--- config.mk ---
export PLATFORM = sky130hd
export DESIGN_NAME = rgb_to_hsv_pixel_converter
export DESIGN_NICKNAME = d
export VERILOG_FILES = /design/src/hdl/hsvc_pkg.sv /design/src/hdl/hsvc_front.sv /design/src/hdl/hsvc_divide.sv /design/src/hdl/rgb_to_hsv_pixel_converter.sv
export SDC_FILE = /design/constraint.sdc
export NUM_CORES = 1
export LEC_CHECK = 0
export BUFFER_PORTS_ARGS = -buffer_cell sky130_fd_sc_hd__buf_4
export CAP_MARGIN = 10
export CORE_MARGIN = 4
export CORE_UTILIZATION = 23
export DETAILED_ROUTE_END_ITERATION = 7
export SYNTH_ARGS = -nofsm -noshare
export SYNTH_HDL_FRONTEND = slang
export SYNTH_SLANG_ARGS = --single-unit
--- constraint.sdc ---
create_clock -name i_clk -period 7.12 [get_ports i_clk]
set_input_delay 1.424 -clock i_clk [delete_from_list [all_inputs] [get_ports i_clk]]
set_output_delay 1.424 -clock i_clk [all_outputs]
set_load 0.01 [all_outputs]
--- src/hdl/hsvc_pkg.sv ---
// Shared types, widths and constants of the RGB to HSV pixel converter.
package hsvc_pkg;

    localparam int PIX_W     = 8;   // channel and result width
    localparam int DIV_STEPS = 8;   // quotient bits, one per divider stage
    localparam int NUM_W     = 21;  // dividend width: 17 * 360 * 255 < 2**21
    localparam int DVS_W     = 13;  // divisor width: 24 * 255 < 2**13
    localparam int SUM_W     = NUM_W + 1;

    // Hue dividend is 17*N with N = base*d + 60*diff; fold 17 into the constants.
    localparam logic [DVS_W-1:0] HUE_K_RED_POS = DVS_W'(0);     // 17 * 0
    localparam logic [DVS_W-1:0] HUE_K_RED_NEG = DVS_W'(6120);  // 17 * 360
    localparam logic [DVS_W-1:0] HUE_K_GREEN   = DVS_W'(2040);  // 17 * 120
    localparam logic [DVS_W-1:0] HUE_K_BLUE    = DVS_W'(4080);  // 17 * 240
    localparam logic signed [SUM_W-1:0] HUE_K_DIFF = SUM_W'(1020);  // 17 * 60

    typedef enum logic [1:0] {
        SEC_RED_POS,
        SEC_RED_NEG,
        SEC_GREEN,
        SEC_BLUE
    } t_sector;

    // Items that ride along with the division
    typedef struct packed {
        logic             zero;        // black or grey pixel
        logic [PIX_W-1:0] brightness;
    } t_side;

    // One restoring-division lane between stages
    typedef struct packed {
        logic [DVS_W-1:0]     rem;
        logic [DIV_STEPS-1:0] low;
        logic [DIV_STEPS-1:0] quo;
        logic [DVS_W-1:0]     dvs;
    } t_lane;

    // Load a lane; the caller guarantees dividend < divisor * 2**DIV_STEPS
    function automatic t_lane lane_load(input logic [NUM_W-1:0] num,
                                        input logic [DVS_W-1:0] dvs);
        t_lane l;
        l.rem = num[NUM_W-1:DIV_STEPS];
        l.low = num[DIV_STEPS-1:0];
        l.quo = '0;
        l.dvs = dvs;
        return l;
    endfunction

    // Produce one quotient bit
    function automatic t_lane lane_step(input t_lane l);
        t_lane      n;
        logic [DVS_W:0] t;
        t = {l.rem, l.low[DIV_STEPS-1]};
        n = l;
        n.low = {l.low[DIV_STEPS-2:0], 1'b0};
        if (t >= {1'b0, l.dvs}) begin
            n.rem = DVS_W'(t - {1'b0, l.dvs});
            n.quo = {l.quo[DIV_STEPS-2:0], 1'b1};
        end else begin
            n.rem = t[DVS_W-1:0];
            n.quo = {l.quo[DIV_STEPS-2:0], 1'b0};
        end
        return n;
    endfunction

endpackage

--- src/hdl/hsvc_front.sv ---
// Front stages: max/min and sector pick, then dividends and divisors.
module hsvc_front
    import hsvc_pkg::*;
(
    input  logic                 i_clk,
    input  logic                 i_rst_n,
    input  logic                 i_vld,
    input  logic [PIX_W-1:0]     i_red,
    input  logic [PIX_W-1:0]     i_green,
    input  logic [PIX_W-1:0]     i_blue,
    output logic                 o_vld,
    output logic [NUM_W-1:0]     o_hue_num,
    output logic [DVS_W-1:0]     o_hue_dvs,
    output logic [NUM_W-1:0]     o_sat_num,
    output logic [DVS_W-1:0]     o_sat_dvs,
    output t_side                o_side
);

    // stage A
    logic                    r_a_vld;
    logic [PIX_W-1:0]        r_a_max, n_a_max;
    logic [PIX_W-1:0]        r_a_d, n_a_d;
    t_sector                 r_a_sec, n_a_sec;
    logic signed [PIX_W:0]   r_a_diff, n_a_diff;

    // stage B
    logic                    r_b_vld;
    logic [NUM_W-1:0]        r_b_hue_num, n_b_hue_num;
    logic [DVS_W-1:0]        r_b_hue_dvs, n_b_hue_dvs;
    logic [NUM_W-1:0]        r_b_sat_num, n_b_sat_num;
    logic [DVS_W-1:0]        r_b_sat_dvs, n_b_sat_dvs;
    t_side                   r_b_side, n_b_side;

    logic [PIX_W-1:0]        l_min;
    logic [DVS_W-1:0]        l_k;
    logic [NUM_W-1:0]        l_base;
    logic signed [SUM_W-1:0] l_diff_ext;
    logic signed [SUM_W-1:0] l_sum;

    always_comb begin
        n_a_max = (i_red > i_green) ? i_red : i_green;
        n_a_max = (n_a_max > i_blue) ? n_a_max : i_blue;
        l_min   = (i_red < i_green) ? i_red : i_green;
        l_min   = (l_min < i_blue) ? l_min : i_blue;
        n_a_d   = n_a_max - l_min;
        // first matching sector wins on ties
        if (n_a_max == i_red && i_green >= i_blue) begin
            n_a_sec  = SEC_RED_POS;
            n_a_diff = $signed({1'b0, i_green}) - $signed({1'b0, i_blue});
        end else if (n_a_max == i_red) begin
            n_a_sec  = SEC_RED_NEG;
            n_a_diff = $signed({1'b0, i_green}) - $signed({1'b0, i_blue});
        end else if (n_a_max == i_green) begin
            n_a_sec  = SEC_GREEN;
            n_a_diff = $signed({1'b0, i_blue}) - $signed({1'b0, i_red});
        end else begin
            n_a_sec  = SEC_BLUE;
            n_a_diff = $signed({1'b0, i_red}) - $signed({1'b0, i_green});
        end
    end

    always_comb begin
        unique case (r_a_sec)
            SEC_RED_POS: l_k = HUE_K_RED_POS;
            SEC_RED_NEG: l_k = HUE_K_RED_NEG;
            SEC_GREEN:   l_k = HUE_K_GREEN;
            SEC_BLUE:    l_k = HUE_K_BLUE;
            default:     l_k = HUE_K_RED_POS;
        endcase
        l_base      = NUM_W'(l_k) * NUM_W'(r_a_d);
        l_diff_ext  = {{(SUM_W-PIX_W-1){r_a_diff[PIX_W]}}, r_a_diff};
        // never negative, never reaches 17*360*d
        l_sum       = $signed({1'b0, l_base}) + l_diff_ext * HUE_K_DIFF;
        n_b_hue_num = l_sum[NUM_W-1:0];
        n_b_hue_dvs = (DVS_W'(r_a_d) << 4) + (DVS_W'(r_a_d) << 3);
        n_b_sat_num = (NUM_W'(r_a_d) << 8) - NUM_W'(r_a_d);
        n_b_sat_dvs = DVS_W'(r_a_max);
        n_b_side.zero       = (r_a_d == '0);
        n_b_side.brightness = r_a_max;
    end

    always_ff @(posedge i_clk) begin
        if (!i_rst_n) begin
            r_a_vld <= 1'b0;
            r_b_vld <= 1'b0;
        end else begin
            r_a_vld <= i_vld;
            r_b_vld <= r_a_vld;
        end
        r_a_max     <= n_a_max;
        r_a_d       <= n_a_d;
        r_a_sec     <= n_a_sec;
        r_a_diff    <= n_a_diff;
        r_b_hue_num <= n_b_hue_num;
        r_b_hue_dvs <= n_b_hue_dvs;
        r_b_sat_num <= n_b_sat_num;
        r_b_sat_dvs <= n_b_sat_dvs;
        r_b_side    <= n_b_side;
    end

    assign o_vld     = r_b_vld;
    assign o_hue_num = r_b_hue_num;
    assign o_hue_dvs = r_b_hue_dvs;
    assign o_sat_num = r_b_sat_num;
    assign o_sat_dvs = r_b_sat_dvs;
    assign o_side    = r_b_side;

endmodule

--- src/hdl/hsvc_divide.sv ---
// Pipelined restoring divider, two lanes, one quotient bit per stage.
module hsvc_divide
    import hsvc_pkg::*;
(
    input  logic                 i_clk,
    input  logic                 i_rst_n,
    input  logic                 i_vld,
    input  logic [NUM_W-1:0]     i_hue_num,
    input  logic [DVS_W-1:0]     i_hue_dvs,
    input  logic [NUM_W-1:0]     i_sat_num,
    input  logic [DVS_W-1:0]     i_sat_dvs,
    input  t_side                i_side,
    output logic                 o_vld,
    output logic [PIX_W-1:0]     o_hue_quo,
    output logic [PIX_W-1:0]     o_sat_quo,
    output t_side                o_side
);

    logic  r_vld  [DIV_STEPS];
    t_lane r_hue  [DIV_STEPS];
    t_lane r_sat  [DIV_STEPS];
    t_side r_side [DIV_STEPS];
    t_lane n_hue  [DIV_STEPS];
    t_lane n_sat  [DIV_STEPS];

    always_comb begin
        n_hue[0] = lane_step(lane_load(i_hue_num, i_hue_dvs));
        n_sat[0] = lane_step(lane_load(i_sat_num, i_sat_dvs));
        for (int j = 1; j < DIV_STEPS; j++) begin
            n_hue[j] = lane_step(r_hue[j-1]);
            n_sat[j] = lane_step(r_sat[j-1]);
        end
    end

    always_ff @(posedge i_clk) begin
        if (!i_rst_n) begin
            for (int j = 0; j < DIV_STEPS; j++) begin
                r_vld[j] <= 1'b0;
            end
        end else begin
            r_vld[0] <= i_vld;
            for (int j = 1; j < DIV_STEPS; j++) begin
                r_vld[j] <= r_vld[j-1];
            end
        end
        r_side[0] <= i_side;
        for (int j = 1; j < DIV_STEPS; j++) begin
            r_side[j] <= r_side[j-1];
        end
        for (int j = 0; j < DIV_STEPS; j++) begin
            r_hue[j] <= n_hue[j];
            r_sat[j] <= n_sat[j];
        end
    end

    assign o_vld     = r_vld[DIV_STEPS-1];
    assign o_hue_quo = PIX_W'(r_hue[DIV_STEPS-1].quo);
    assign o_sat_quo = PIX_W'(r_sat[DIV_STEPS-1].quo);
    assign o_side    = r_side[DIV_STEPS-1];

endmodule

--- src/hdl/rgb_to_hsv_pixel_converter.sv ---
// Top level of the RGB to HSV pixel converter.
//
//  channel   ports                                   handshake
//  --------  --------------------------------------  ------------------------------
//  pixel in  i_red, i_green, i_blue (8 b each)        start high and busy low
//  hsv out   o_hue, o_saturation, o_brightness (8 b)  o_valid high for one cycle
//
//  One word enters per clock; busy never rises. Each word passes, after it is
//  taken, through two front stages (max/min and sector, then dividend and
//  divisor), eight divider stages that each yield one quotient bit, and the
//  output register. The eight-bit quotient sets the divider depth.
//  Synchronous reset clears all valid bits; data registers are not reset.
//  The receiver takes every result in its strobe cycle, so nothing stalls.
module rgb_to_hsv_pixel_converter
    import hsvc_pkg::*;
(
    input  logic             i_clk,
    input  logic             i_rst_n,
    input  logic             start,
    output logic             busy,
    input  logic [PIX_W-1:0] i_red,
    input  logic [PIX_W-1:0] i_green,
    input  logic [PIX_W-1:0] i_blue,
    output logic             o_valid,
    output logic [PIX_W-1:0] o_hue,
    output logic [PIX_W-1:0] o_saturation,
    output logic [PIX_W-1:0] o_brightness
);

    logic             l_f_vld;
    logic [NUM_W-1:0] l_hue_num;
    logic [DVS_W-1:0] l_hue_dvs;
    logic [NUM_W-1:0] l_sat_num;
    logic [DVS_W-1:0] l_sat_dvs;
    t_side            l_f_side;

    logic             l_d_vld;
    logic [PIX_W-1:0] l_hue_quo;
    logic [PIX_W-1:0] l_sat_quo;
    t_side            l_d_side;

    logic             r_valid;
    logic [PIX_W-1:0] r_hue, n_hue;
    logic [PIX_W-1:0] r_sat, n_sat;
    logic [PIX_W-1:0] r_bright;

    // Pipeline always flows
    assign busy = 1'b0;

    hsvc_front u_front (
        .i_clk     (i_clk),
        .i_rst_n   (i_rst_n),
        .i_vld     (start),
        .i_red     (i_red),
        .i_green   (i_green),
        .i_blue    (i_blue),
        .o_vld     (l_f_vld),
        .o_hue_num (l_hue_num),
        .o_hue_dvs (l_hue_dvs),
        .o_sat_num (l_sat_num),
        .o_sat_dvs (l_sat_dvs),
        .o_side    (l_f_side)
    );

    hsvc_divide u_divide (
        .i_clk     (i_clk),
        .i_rst_n   (i_rst_n),
        .i_vld     (l_f_vld),
        .i_hue_num (l_hue_num),
        .i_hue_dvs (l_hue_dvs),
        .i_sat_num (l_sat_num),
        .i_sat_dvs (l_sat_dvs),
        .i_side    (l_f_side),
        .o_vld     (l_d_vld),
        .o_hue_quo (l_hue_quo),
        .o_sat_quo (l_sat_quo),
        .o_side    (l_d_side)
    );

    // Black and grey pixels: drop the quotients, the hue divisor was zero
    always_comb begin
        n_hue = l_d_side.zero ? '0 : l_hue_quo;
        n_sat = l_d_side.zero ? '0 : l_sat_quo;
    end

    always_ff @(posedge i_clk) begin
        if (!i_rst_n) begin
            r_valid <= 1'b0;
        end else begin
            r_valid <= l_d_vld;
        end
        r_hue    <= n_hue;
        r_sat    <= n_sat;
        r_bright <= l_d_side.brightness;
    end

    assign o_valid      = r_valid;
    assign o_hue        = r_hue;
    assign o_saturation = r_sat;
    assign o_brightness = r_bright;

endmodule

Word level (Yosys, flattened, before mapping)
Memory sizes are Yosys's and may differ from the RTL's. A register that Yosys moved wholly into a read port is not among the register bits. Index checks and enable logic that the tools add are counted. W data, S select, Z words.

Register bits after elaboration: 97. RAM bits: 736. Bits of input ports: 27. Output and inout port bits: 26. Logic and storage cells: 133. Memories: 4.

$add $sub $neg: 23. $mul: 2. Order comparisons: 21. Eq/ne operators: 5. Muxes and demuxes: 52. Bitwise gates (word level): 8. Reduce and logical (&&, ||, !) cells: 5.

Memory list: u_divide.r_hue (depth 8, bits a word 41, read ports 8, clocked after memory_dff 1, wr ports 8, RTL line hsvc_divide.sv:20) `t_lane r_hue [DIV_STEPS];`; u_divide.r_sat (depth 8, bits a word 41, read ports 8, clocked after memory_dff 1, wr ports 8, RTL line hsvc_divide.sv:21) `t_lane r_sat [DIV_STEPS];`; u_divide.r_side (depth 8, bits a word 9, read ports 8, clocked after memory_dff 0, wr ports 8, RTL line hsvc_divide.sv:22) `t_side r_side [DIV_STEPS];`; u_divide.r_vld (depth 8, bits a word 1, read ports 8, clocked after memory_dff 1, wr ports 8, RTL line hsvc_divide.sv:19) `logic r_vld [DIV_STEPS];`.

Operator list (count): $ge A14 B13 Y1 (15); $mux W13 (16); $sub A13 B13 Y13 (15); $pmux W13 S4 (1); $mux W8 (4); $mux W1 (28); $mux W9 (3); $sub A8 B8 Y9 (3); $add A21 B21 Y21 (1); $mul A13 B8 Y21 (1); $mul A9 B9 Y18 const B (1); $sub A16 B8 Y17 (1); $eq A8 B8 Y1 (2); $gt A8 B8 Y1 (2); $lt A8 B8 Y1 (2); $ge A14 B8 Y1 (1); $add A12 B11 Y13 (1); $sub A13 B8 Y13 (1); $ge A8 B8 Y1 (1); $logic_not A8 Y1 (1); $or A1 B1 Y1 (8); $sub A8 B8 Y8 (1); $eq A2 B2 Y1 const B (2); $eq A2 B1 Y1 const B (1); other kinds (4) (4).

Longest topological paths before layout
Gate-level depths: netlist of the first run.

Depth after elaboration: 8. Gate-level depth with buffers: 30.

By module
From an unflattened synthesis of the first run, not the netlist that was laid out.

Cell total of the unflattened synthesis: 3453. Area total of the unflattened synthesis: 34235.3 µm².

By module, submodules not included: hsvc_divide (times used 1, cells an instance 2281, area an instance 23701.5 µm²); hsvc_front (times used 1, cells an instance 1127, area an instance 9872.0 µm²); rgb_to_hsv_pixel_converter (times used 1, cells an instance 45, area an instance 661.9 µm²).

Worst setup path before layout of the first run
OpenSTA, ideal clock, no wires.

Path kind: register to register. Start: register u_front.r_a_diff[8]. End: register u_front.r_b_hue_num[20], in the netlist u_front.o_hue_num[20]. Library setup time: 0.072 ns. Arrival time: 7.536 ns. Data required time: 7.048 ns. Setup slack: -0.489 ns. Cell stages (with the launch flop): 26. Buffers on the path: 1. Clock period less this slack: 7.609 ns. Cells stage by stage: dfxtp_1 -> clkbuf_1 -> inv_1 -> fa_1 -> inv_1 -> fa_1 -> fa_1 -> inv_1 -> fa_1 -> inv_1 -> ha_1 -> nor2b_1 -> o21ai_0 -> nor2b_1 -> xor2_1 -> fa_1 -> fa_1 -> fa_1 -> fa_1 -> inv_1 -> ha_1 -> a21oi_1 -> a21oi_1 -> o311a_1 -> a311oi_1 -> xnor2_1.

Cells in the longest elaborated chain, start to end: 2.

RTL lines: start: declaration (RTL line hsvc_front.sv:24) `logic signed [PIX_W:0] r_a_diff, n_a_diff;`; start signal: assignment (RTL line hsvc_front.sv:93) `r_a_diff <= n_a_diff;`; $mul A9 B9 Y18 (RTL line hsvc_front.sv:73) `l_sum = $signed({1'b0, l_base}) + l_diff_ext * HUE_K_DIFF;`; $add A21 B21 Y21 (RTL line hsvc_front.sv:73); net u_front.l_sum[20] (RTL line hsvc_front.sv:38) `logic signed [SUM_W-1:0] l_sum;`; end signal: assignment (RTL line hsvc_front.sv:94) `r_b_hue_num <= n_b_hue_num;`; end: declaration (RTL line hsvc_front.sv:28) `logic [NUM_W-1:0] r_b_hue_num, n_b_hue_num;`.

The timed path passes the listed nets, and every way through them passes these cells. A chain may end at the register's enable or synchronous reset.

Final worst setup path of the first run
Start: register u_front.r_a_diff[2]. End: register u_front.r_b_hue_num[20], in the netlist u_front.o_hue_num[20].

The elaborated chain is that of the path after synthesis.

==> flow_results.org, run 1 <==
** STA
- Max-slew violation total from the final report :: 0
- Clock skew after layout :: 0.0796 ns
- The number of hold violations in the final report is 0.
- Worst setup slack after layout :: 0.0624 ns
- The clock period could shrink to 7.06 ns.
- Unrepaired setup endpoints after global routing :: true
- Measured against its own limit, the worst slew margin works out to 21.9%.
- Pin slew with the least headroom to its limit :: 1.17 ns
- In the finished design, the share of the clock period the worst path needs comes to 99.1%.
- Setup violations remaining at the end of the flow were counted as 0.
- F_max :: 0.142 GHz

** Clocking
- Clock buffers created by TritonCTS :: 51
- Number of clock sinks seen by CTS :: 540
- After clock tree synthesis, the clock-pin slew on the worst setup and hold paths is 0.07 ns.
- CTS root buf :: clkbuf_16
- Clock insertion delay at the later pin of the skew report :: 0.63 ns
- The H-tree generated during clock tree synthesis spans 2 levels.
- TritonCTS clock tree :: yes
- No sink is reached through more buffers than the 3 on the longest clock path.

** Setup path
- The slowest stage of the critical path belongs to the cell fa_1.
- STA classifies the critical path startpoint as a register.
- The setup path with the least slack is of type register to register.
- Required time of the critical path :: 7.60 ns
- The worst setup path is captured at a register.
- Peak fanout along the critical path :: 2
- Data arrives at the worst endpoint at 7.54 ns.
- On the worst path, the slowest cell contributes a delay of 0.54 ns.
- The cell that appears most often on the critical path is fa_1.

** Route
- Avg WL per Cell :: 11.5 microns
- Final antenna-violating net count :: 0
- Number of DRC markers in iteration 0 :: 647
- DR DRC count :: 0
- For this block, the via count after detailed routing is 17700.
- After detailed routing, the total wire length is 50800 microns.
- In the routed layout, each cell is associated on average with a via count of 4.00.
- The first TritonRoute pass finished after 5 iterations.

** Place
- Final estimated routing congestion in global placement :: 0.854
- DP Worst Slack :: -0.228 ns
- Count of buffers inserted at the top-level ports :: 51
- Post-placement cell count :: 4315
- Detailed placement finished with a half-perimeter wire length of 40500 microns.

** Run
- Max Cap Violations :: 0

** Floorplanning
- The die covers 123000 sq um.
- The initialized floorplan defines 125 standard-cell rows.
- Floorplan die width :: 351 microns
- Core Area :: 117000 sq um
- From bottom edge to top edge, the die measures 351 microns.
- For this configuration, the core starts out at a cell density of 23.2%.
- Number of ports placed on the die boundary :: 53

** Global route
- Number of global-route vias before repair :: 18000
- The first global-routing pass estimated 86500 microns of wire.
- Met1 track utilization from global routing :: 11.1%
- For this run, the total global-route usage over all layers was measured as 8.31%.
- Entering global routing, the biggest net connects 20 pins.
- The initial antenna violation count is 2.
- Total global routing overflow :: 0
- The global routing stage identified its most utilized layer as met2.
- Met3 GRT Util :: 1.59%
- Global routing consumed, on the met2 layer, 13.9% of the routing resources.

** Logic synthesis
- Yosys mapped the design onto 75 distinct sky130hd cell types.
- Summed instance area of the synthesized netlist :: 27100 sq um
- Synth Instances :: 2710
- Of the post-synthesis cell area, the dominant cell type holds 39.9%.
- Total number of yosys warnings :: 0
- Summed over all instances, the cell type with the most area after synthesis is dfxtp_1.
- In the synthesized netlist the dominant register cell turns out to be dfxtp_1.
- Count of flip-flops with a built-in enable after synthesis :: 0
- Top area cells in the synthesized netlist :: dfxtp_1 40%, ha_1 13%, fa_1 8.4%
- Ranked by instance count, the synthesized netlist is headed by 540 x dfxtp_1, 444 x inv_1, 288 x ha_1, 126 x nand2_1, 122 x nor2_1.
- Synthesis-stage register bit count :: 540
- In the synthesized netlist the async set-or-reset flop fraction comes to 0%.
- The share of the Yosys chip area taken by registers is 39.9%.
- Cell with the most instances after synthesis :: dfxtp_1
- Average cell area after synthesis :: 10.0 sq um

** Outcome
- Result of the run :: complete, no violations

** Finish
- Proportion of layout cells with a drive suffix above 1 :: 11.8%
- Fin nets :: 3284
- After the flow finishes, the layout carries non-filler instances totaling 4422.
- Relative to the synthesized area, the layout overhead comes to 17.7%.
- Fillcell total :: 12200

** Worst hold path
- The worst hold path belongs to the class register to register.
## per-stage QoR
step	hold WS (ns)	util [%]	cell area, sq um	setup TNS (ns)
after floorplan	0.310	-	27200	0
after global placement	0.310	25.5	29700	-0.224
after detailed placement	0.312	25.5	29700	-0.388
after CTS	0.253	27.2	31700	0
after global routing	0.262	27.4	31900	-0.269
final	0.261	27.4	31900	0
## sequential cells by signal, indices dropped and copies added (netlist names), 2 cells and up
| register | cells |
|---|---|
| o_brightness | 8 |
| u_front.o_sat_num | 16 |
| u_divide.r_side | 72 |
| o_hue | 8 |
| u_front.o_sat_dvs | 8 |
| u_front.r_a_diff | 9 |
| u_front.o_hue_dvs | 9 |
| u_front.r_a_max | 8 |
| u_divide.r_vld | 8 |
| u_divide.r_sat | 154 |
| u_front.o_hue_num | 19 |
| o_saturation | 8 |
| u_front.r_a_sec | 2 |
| u_divide.r_hue | 199 |
| u_front.r_a_d | 8 |
## critical path, delay by kind of cell, from the launching register on
family	cells	cell delay, ns
AO/OA/AOI/OAI	8	1.50
flip-flops	1	0.34
buffers and inverters	9	0.60
XOR/XNOR	2	0.18
adder cells (fa/ha/maj)	11	4.29
## path summary, 6_finish.rpt
kind,start,to,slack [ns],depth (start not counted)
worst max register to register,u_front.r_a_diff[2],u_front.o_hue_num[20],0.06,30
worst max-delay path,u_front.r_a_diff[2],u_front.o_hue_num[20],0.06,30
worst min register to register,u_divide.r_sat[4][17],u_divide.r_sat[5][18],0.26,0
worst min-delay path,u_divide.r_sat[4][17],u_divide.r_sat[5][18],0.26,0
## repair_timing
action | CTS | global route
pin swaps | 43 | 48
cloned | 0 | 0
hold buffers | 0 | 0
setup buffers | 3 | 6
resized for setup | 35 | 30
setup endpoints to repair | 2 | 2
## kinds of logic after synthesis
family	count (synthesis)	synth area share [%]
buffers and inverters	466	6.62
muxes	116	4.63
xor gates and xnor gates	183	5.91
other	1	0.0138
AOI/OAI and AO/OA	444	10.7
and+or+nand+nor	557	10.5
adders and majority gates	403	21.7
DFF	540	39.9
## per-layer routing
metal,vias up,routed length (microns)
li1,9268,-
met1,8128,25100
met2,210,22900
met3,77,1830
met4,0,979
met5,-,0
## placed cells by master (no fill, tap or decap), types with 24 or more instances in the layout
cell type,instances
nor2b_1,60
o21a_1,33
nor3_1,45
a21boi_0,27
a21o_1,73
fa_1,111
xor2_1,71
mux2_2,47
and2_1,33
o21ai_0,113
nand4_1,28
nand3_1,42
nor2_1,122
dfxtp_1,533
buf_4,108
nand2_1,125
mux2i_1,50
clkbuf_16,51
a21oi_1,63
nand2b_1,24
inv_1,423
xnor2_1,111
ha_1,273
## cell type report
cell class,count,area (sq um),share of cell area (%)
Antenna cell,1,2.50,0.00784
Tap cell,1524,1910,5.97
Inverter,444,1670,5.24
Multi-Input combinational cell,1705,14800,46.4
Clock buffer,64,1400,4.37
Timing Repair Buffer,113,867,2.72
Clock inverter,31,450,1.41
Sequential cell,540,10800,33.9
Power of run 1 is left out: the tool's default activity adds up to more than one toggle a clock period on the data nets, which glitch-free logic cannot reach.
==> inputs of run 2 (changes only) <==
PLACE_DENSITY = 0.5   (was not set)
==> flow_results.org, run 2 (same netlist as run 1, synthesis figures left out) <==
** Setup path
- In this run the critical register-to-register path is launched from u_front.r_a_diff[5].
- Number of cells traversed by the worst register-to-register path :: 27 (-10%)
- Kind of critical path :: register to register
- On the critical path, the stage with the largest delay is an instance of fa_1.
- The peak fanout along the critical path was 4 (+2).
- Buffering stage count on the worst path with inverters included :: 6 (-3)
- Critical Path Source Type :: register
- Counting stages on the worst path, the most repeated cell is fa_1.
- The most critical setup path has its startpoint at u_front.r_a_diff[5].
- Register-to-register setup slack :: 0.02 ns (-0.04 ns)
- Crit. End Element :: register
- The largest stage delay on the critical path came to 0.54 ns (about the same).
- Critical Path AT :: 7.55 ns (about the same)
- Crit path max-delay family :: adder cells
- Required time of the critical path :: 7.57 ns (-0.03 ns)
- Endpoint of the worst register-to-register path :: u_front.o_hue_num[20]

** Clocking
- The cell sitting at the root of the clock tree is a clkbuf_16.
- Clock buffers created by TritonCTS :: 54 (+5.9%)
- The number of hold buffers added after cts came to 0 (unchanged).
- The CTS H-tree depth came to 2 (unchanged).
- TritonCTS built the clock tree.
- The clock latency of the later-clocked register in the worst-skew pair is 0.62 ns (about the same).
- The number of sinks handled by clock tree synthesis is 540 (unchanged).
- The maximum number of buffers from clock root to sink is 3 (unchanged).
- The post-CTS clock slew at the launch and capture registers of the worst setup and hold paths is 0.08 ns (about the same).

** Worst hold path
- The worst hold path stage count came to 0 (unchanged).
- Class of the tightest hold or removal check :: register to register
- The worst hold path terminates at u_divide.r_sat[4][14].
- Hold Startpoint :: u_divide.r_sat[3][13]

** Global route
- Overall Global Routing Usage :: 8.58% (+0.27 points)
- Pin count of the biggest net entering global routing :: 20 (unchanged)
- The overflow left after global routing came to 0 (unchanged).
- The number of global-route vias before repair is 17800 (-0.93%).
- The wire length of the first global-routing pass was 88400 microns (+2.2%).
- Initial antenna violation count :: 1 (-1)

** Route
- The number of remaining DRC errors is 0 (unchanged).
- Routed wire length :: 52600 microns (+3.6%)
- The detail-routed net length per standard cell is 11.9 microns (+3.5%).
- The total via count in the routed design was 17500 (-0.95%).
- The post-detailed-route via-to-cell ratio is 3.96 (-1.1%).
- The number of DRC markers in iteration 0 came to 581 (-10%).
- The post-detailed-route count of antenna-violating nets came to 0 (unchanged).
- TritonRoute pass-1 iters :: 5 (unchanged)

** Finish
- Area taken by multi-input logic gates :: 14800 sq um (-0.14%)
- The final core utilization was 27.5% (+0.099 points).
- Ranked by flip-flop count, first place goes to u_divide.r_hue.
- Number of flip-flops in the largest register :: 199 (unchanged)
- The count of nets after finishing came to 3292 (+0.24%).
- The number of diodes added for antenna fixing is 0 (-1).
- Sequential cell area :: 10800 sq um (unchanged)
- The number of inserted filler cells in the final layout was 12300 (+0.55%).
- Relative to the synthesized area, the layout overhead comes to 18.1%.
- Leading registers by flop count :: u_divide.r_hue: 199 flops, u_divide.r_sat: 154 flops, u_divide.r_side: 72 flops
- The library cell used most frequently in the layout, excluding fill and tap cells, is dfxtp_1.
- The total non-filler cell area in the finished layout came to 32000 sq um (+0.36%).
- The fraction of layout instances using a drive strength above 1 came to 12.0% (+0.18 points).
- Most frequent cells in the layout :: 533 x dfxtp_1, 428 x inv_1, 273 x ha_1

** STA
- The fmax came to 0.141 GHz (-0.63%).
- Clock skew after layout :: 0.0362 ns (-0.0434 ns)
- Max-slew violation total from the final report :: 0 (unchanged)
- Final Hold Violating Endpoints :: 0 (unchanged)
- Pin slew with the least headroom to its limit :: 0.884 ns (-0.287 ns)
- The count of final setup violators is 0 (unchanged).
- Unrepaired setup endpoints after global routing :: true
- Sum of negative setup slack :: 0 ns (unchanged)
- The fraction of the cycle the final worst path needs came to 99.7% (+0.63 points).
- The headroom to the max-slew limit was 41.0% (+19 points).
- Tmin final :: 7.10 ns (+0.0445 ns)

** Floorplanning
- The y dimension of the die is 351 microns (unchanged).
- The overall die area is 123000 sq um (unchanged).
- The effective utilization at floorplan is 23.2% (unchanged).
- Number of ports placed on the die boundary :: 53 (unchanged)
- The placeable core region is 117000 sq um (unchanged).
- Floorplan die width :: 351 microns (unchanged)
- Std-Cell Rows :: 125 (unchanged)

** Place
- Total placed instance area :: 29800 sq um (+0.25%)
- The weighted congestion reported at the end of routability-driven placement was 0.816 (-4.5%).
- The post-detailed-placement half-perimeter wirelength came to 42500 microns (+5.0%).
- Count of buffers inserted at the top-level ports :: 51 (unchanged)

** Outcome
- Result of the run :: complete, no violations

** Run
- The number of maximum-capacitance constraint violations came to 0 (unchanged).
-- run 2: cell count changes in the layout (fill, tap and decap cells not counted), moves of 4 or more --
cell | before | now
buf_4 | 108 | 116
inv_2 | 19 | 15
inv_1 | 423 | 428
clkinvlp_4 | 6 | 2
-- run 2: per-layer routing --
layer	vias up	track usage (%)	part of all wire, %
met5	-	0	0
met4	0	2.15	2.0
met3	74	1.33	3.0
met2	190	14.7	46
met1	7957	11.3	49
li1	9294	-	-
-- run 2: how the worst max path moves through the flow --
stage               cells after the start  slack [ns]                     to
CTS                                    28       -0.03  u_front.o_hue_num[20]
global route                           27       -0.31  u_front.o_hue_num[20]
finish                                 27        0.02  u_front.o_hue_num[20]
global placement                       26       -0.17  u_front.o_hue_num[20]
floorplan                              28        0.02  u_front.o_hue_num[20]
detailed placement                     26       -0.24  u_front.o_hue_num[20]
-- run 2: final cells by class --
cell class                 count  share of cell area, %
sequential                   540                   33.8
clock inverter                28                   1.42
inverter                     444                   5.21
multi-input combinational   1705                   46.2
clock buffer                  68                   4.69
timing repair buffer         118                   2.79
tap                         1524                   5.95
-- run 2: metrics by stage --
stage	hold WS (ns)	worst slack (ns)	cells
finish	0.298	0.0179	4427
global route	0.280	-0.310	4427
CTS	0.278	-0.0288	4425
detailed placement	0.312	-0.245	4324
global placement	0.310	-0.172	4324
floorplan	0.310	0.0167	2711
-- run 2: repair_timing --
item,CTS,global route
pin swaps,53,21
setup endpoints to repair,2,2
gates cloned,0,0
setup buffers,5,0
resized for setup,48,7
Power of run 2 is left out for the same reason.
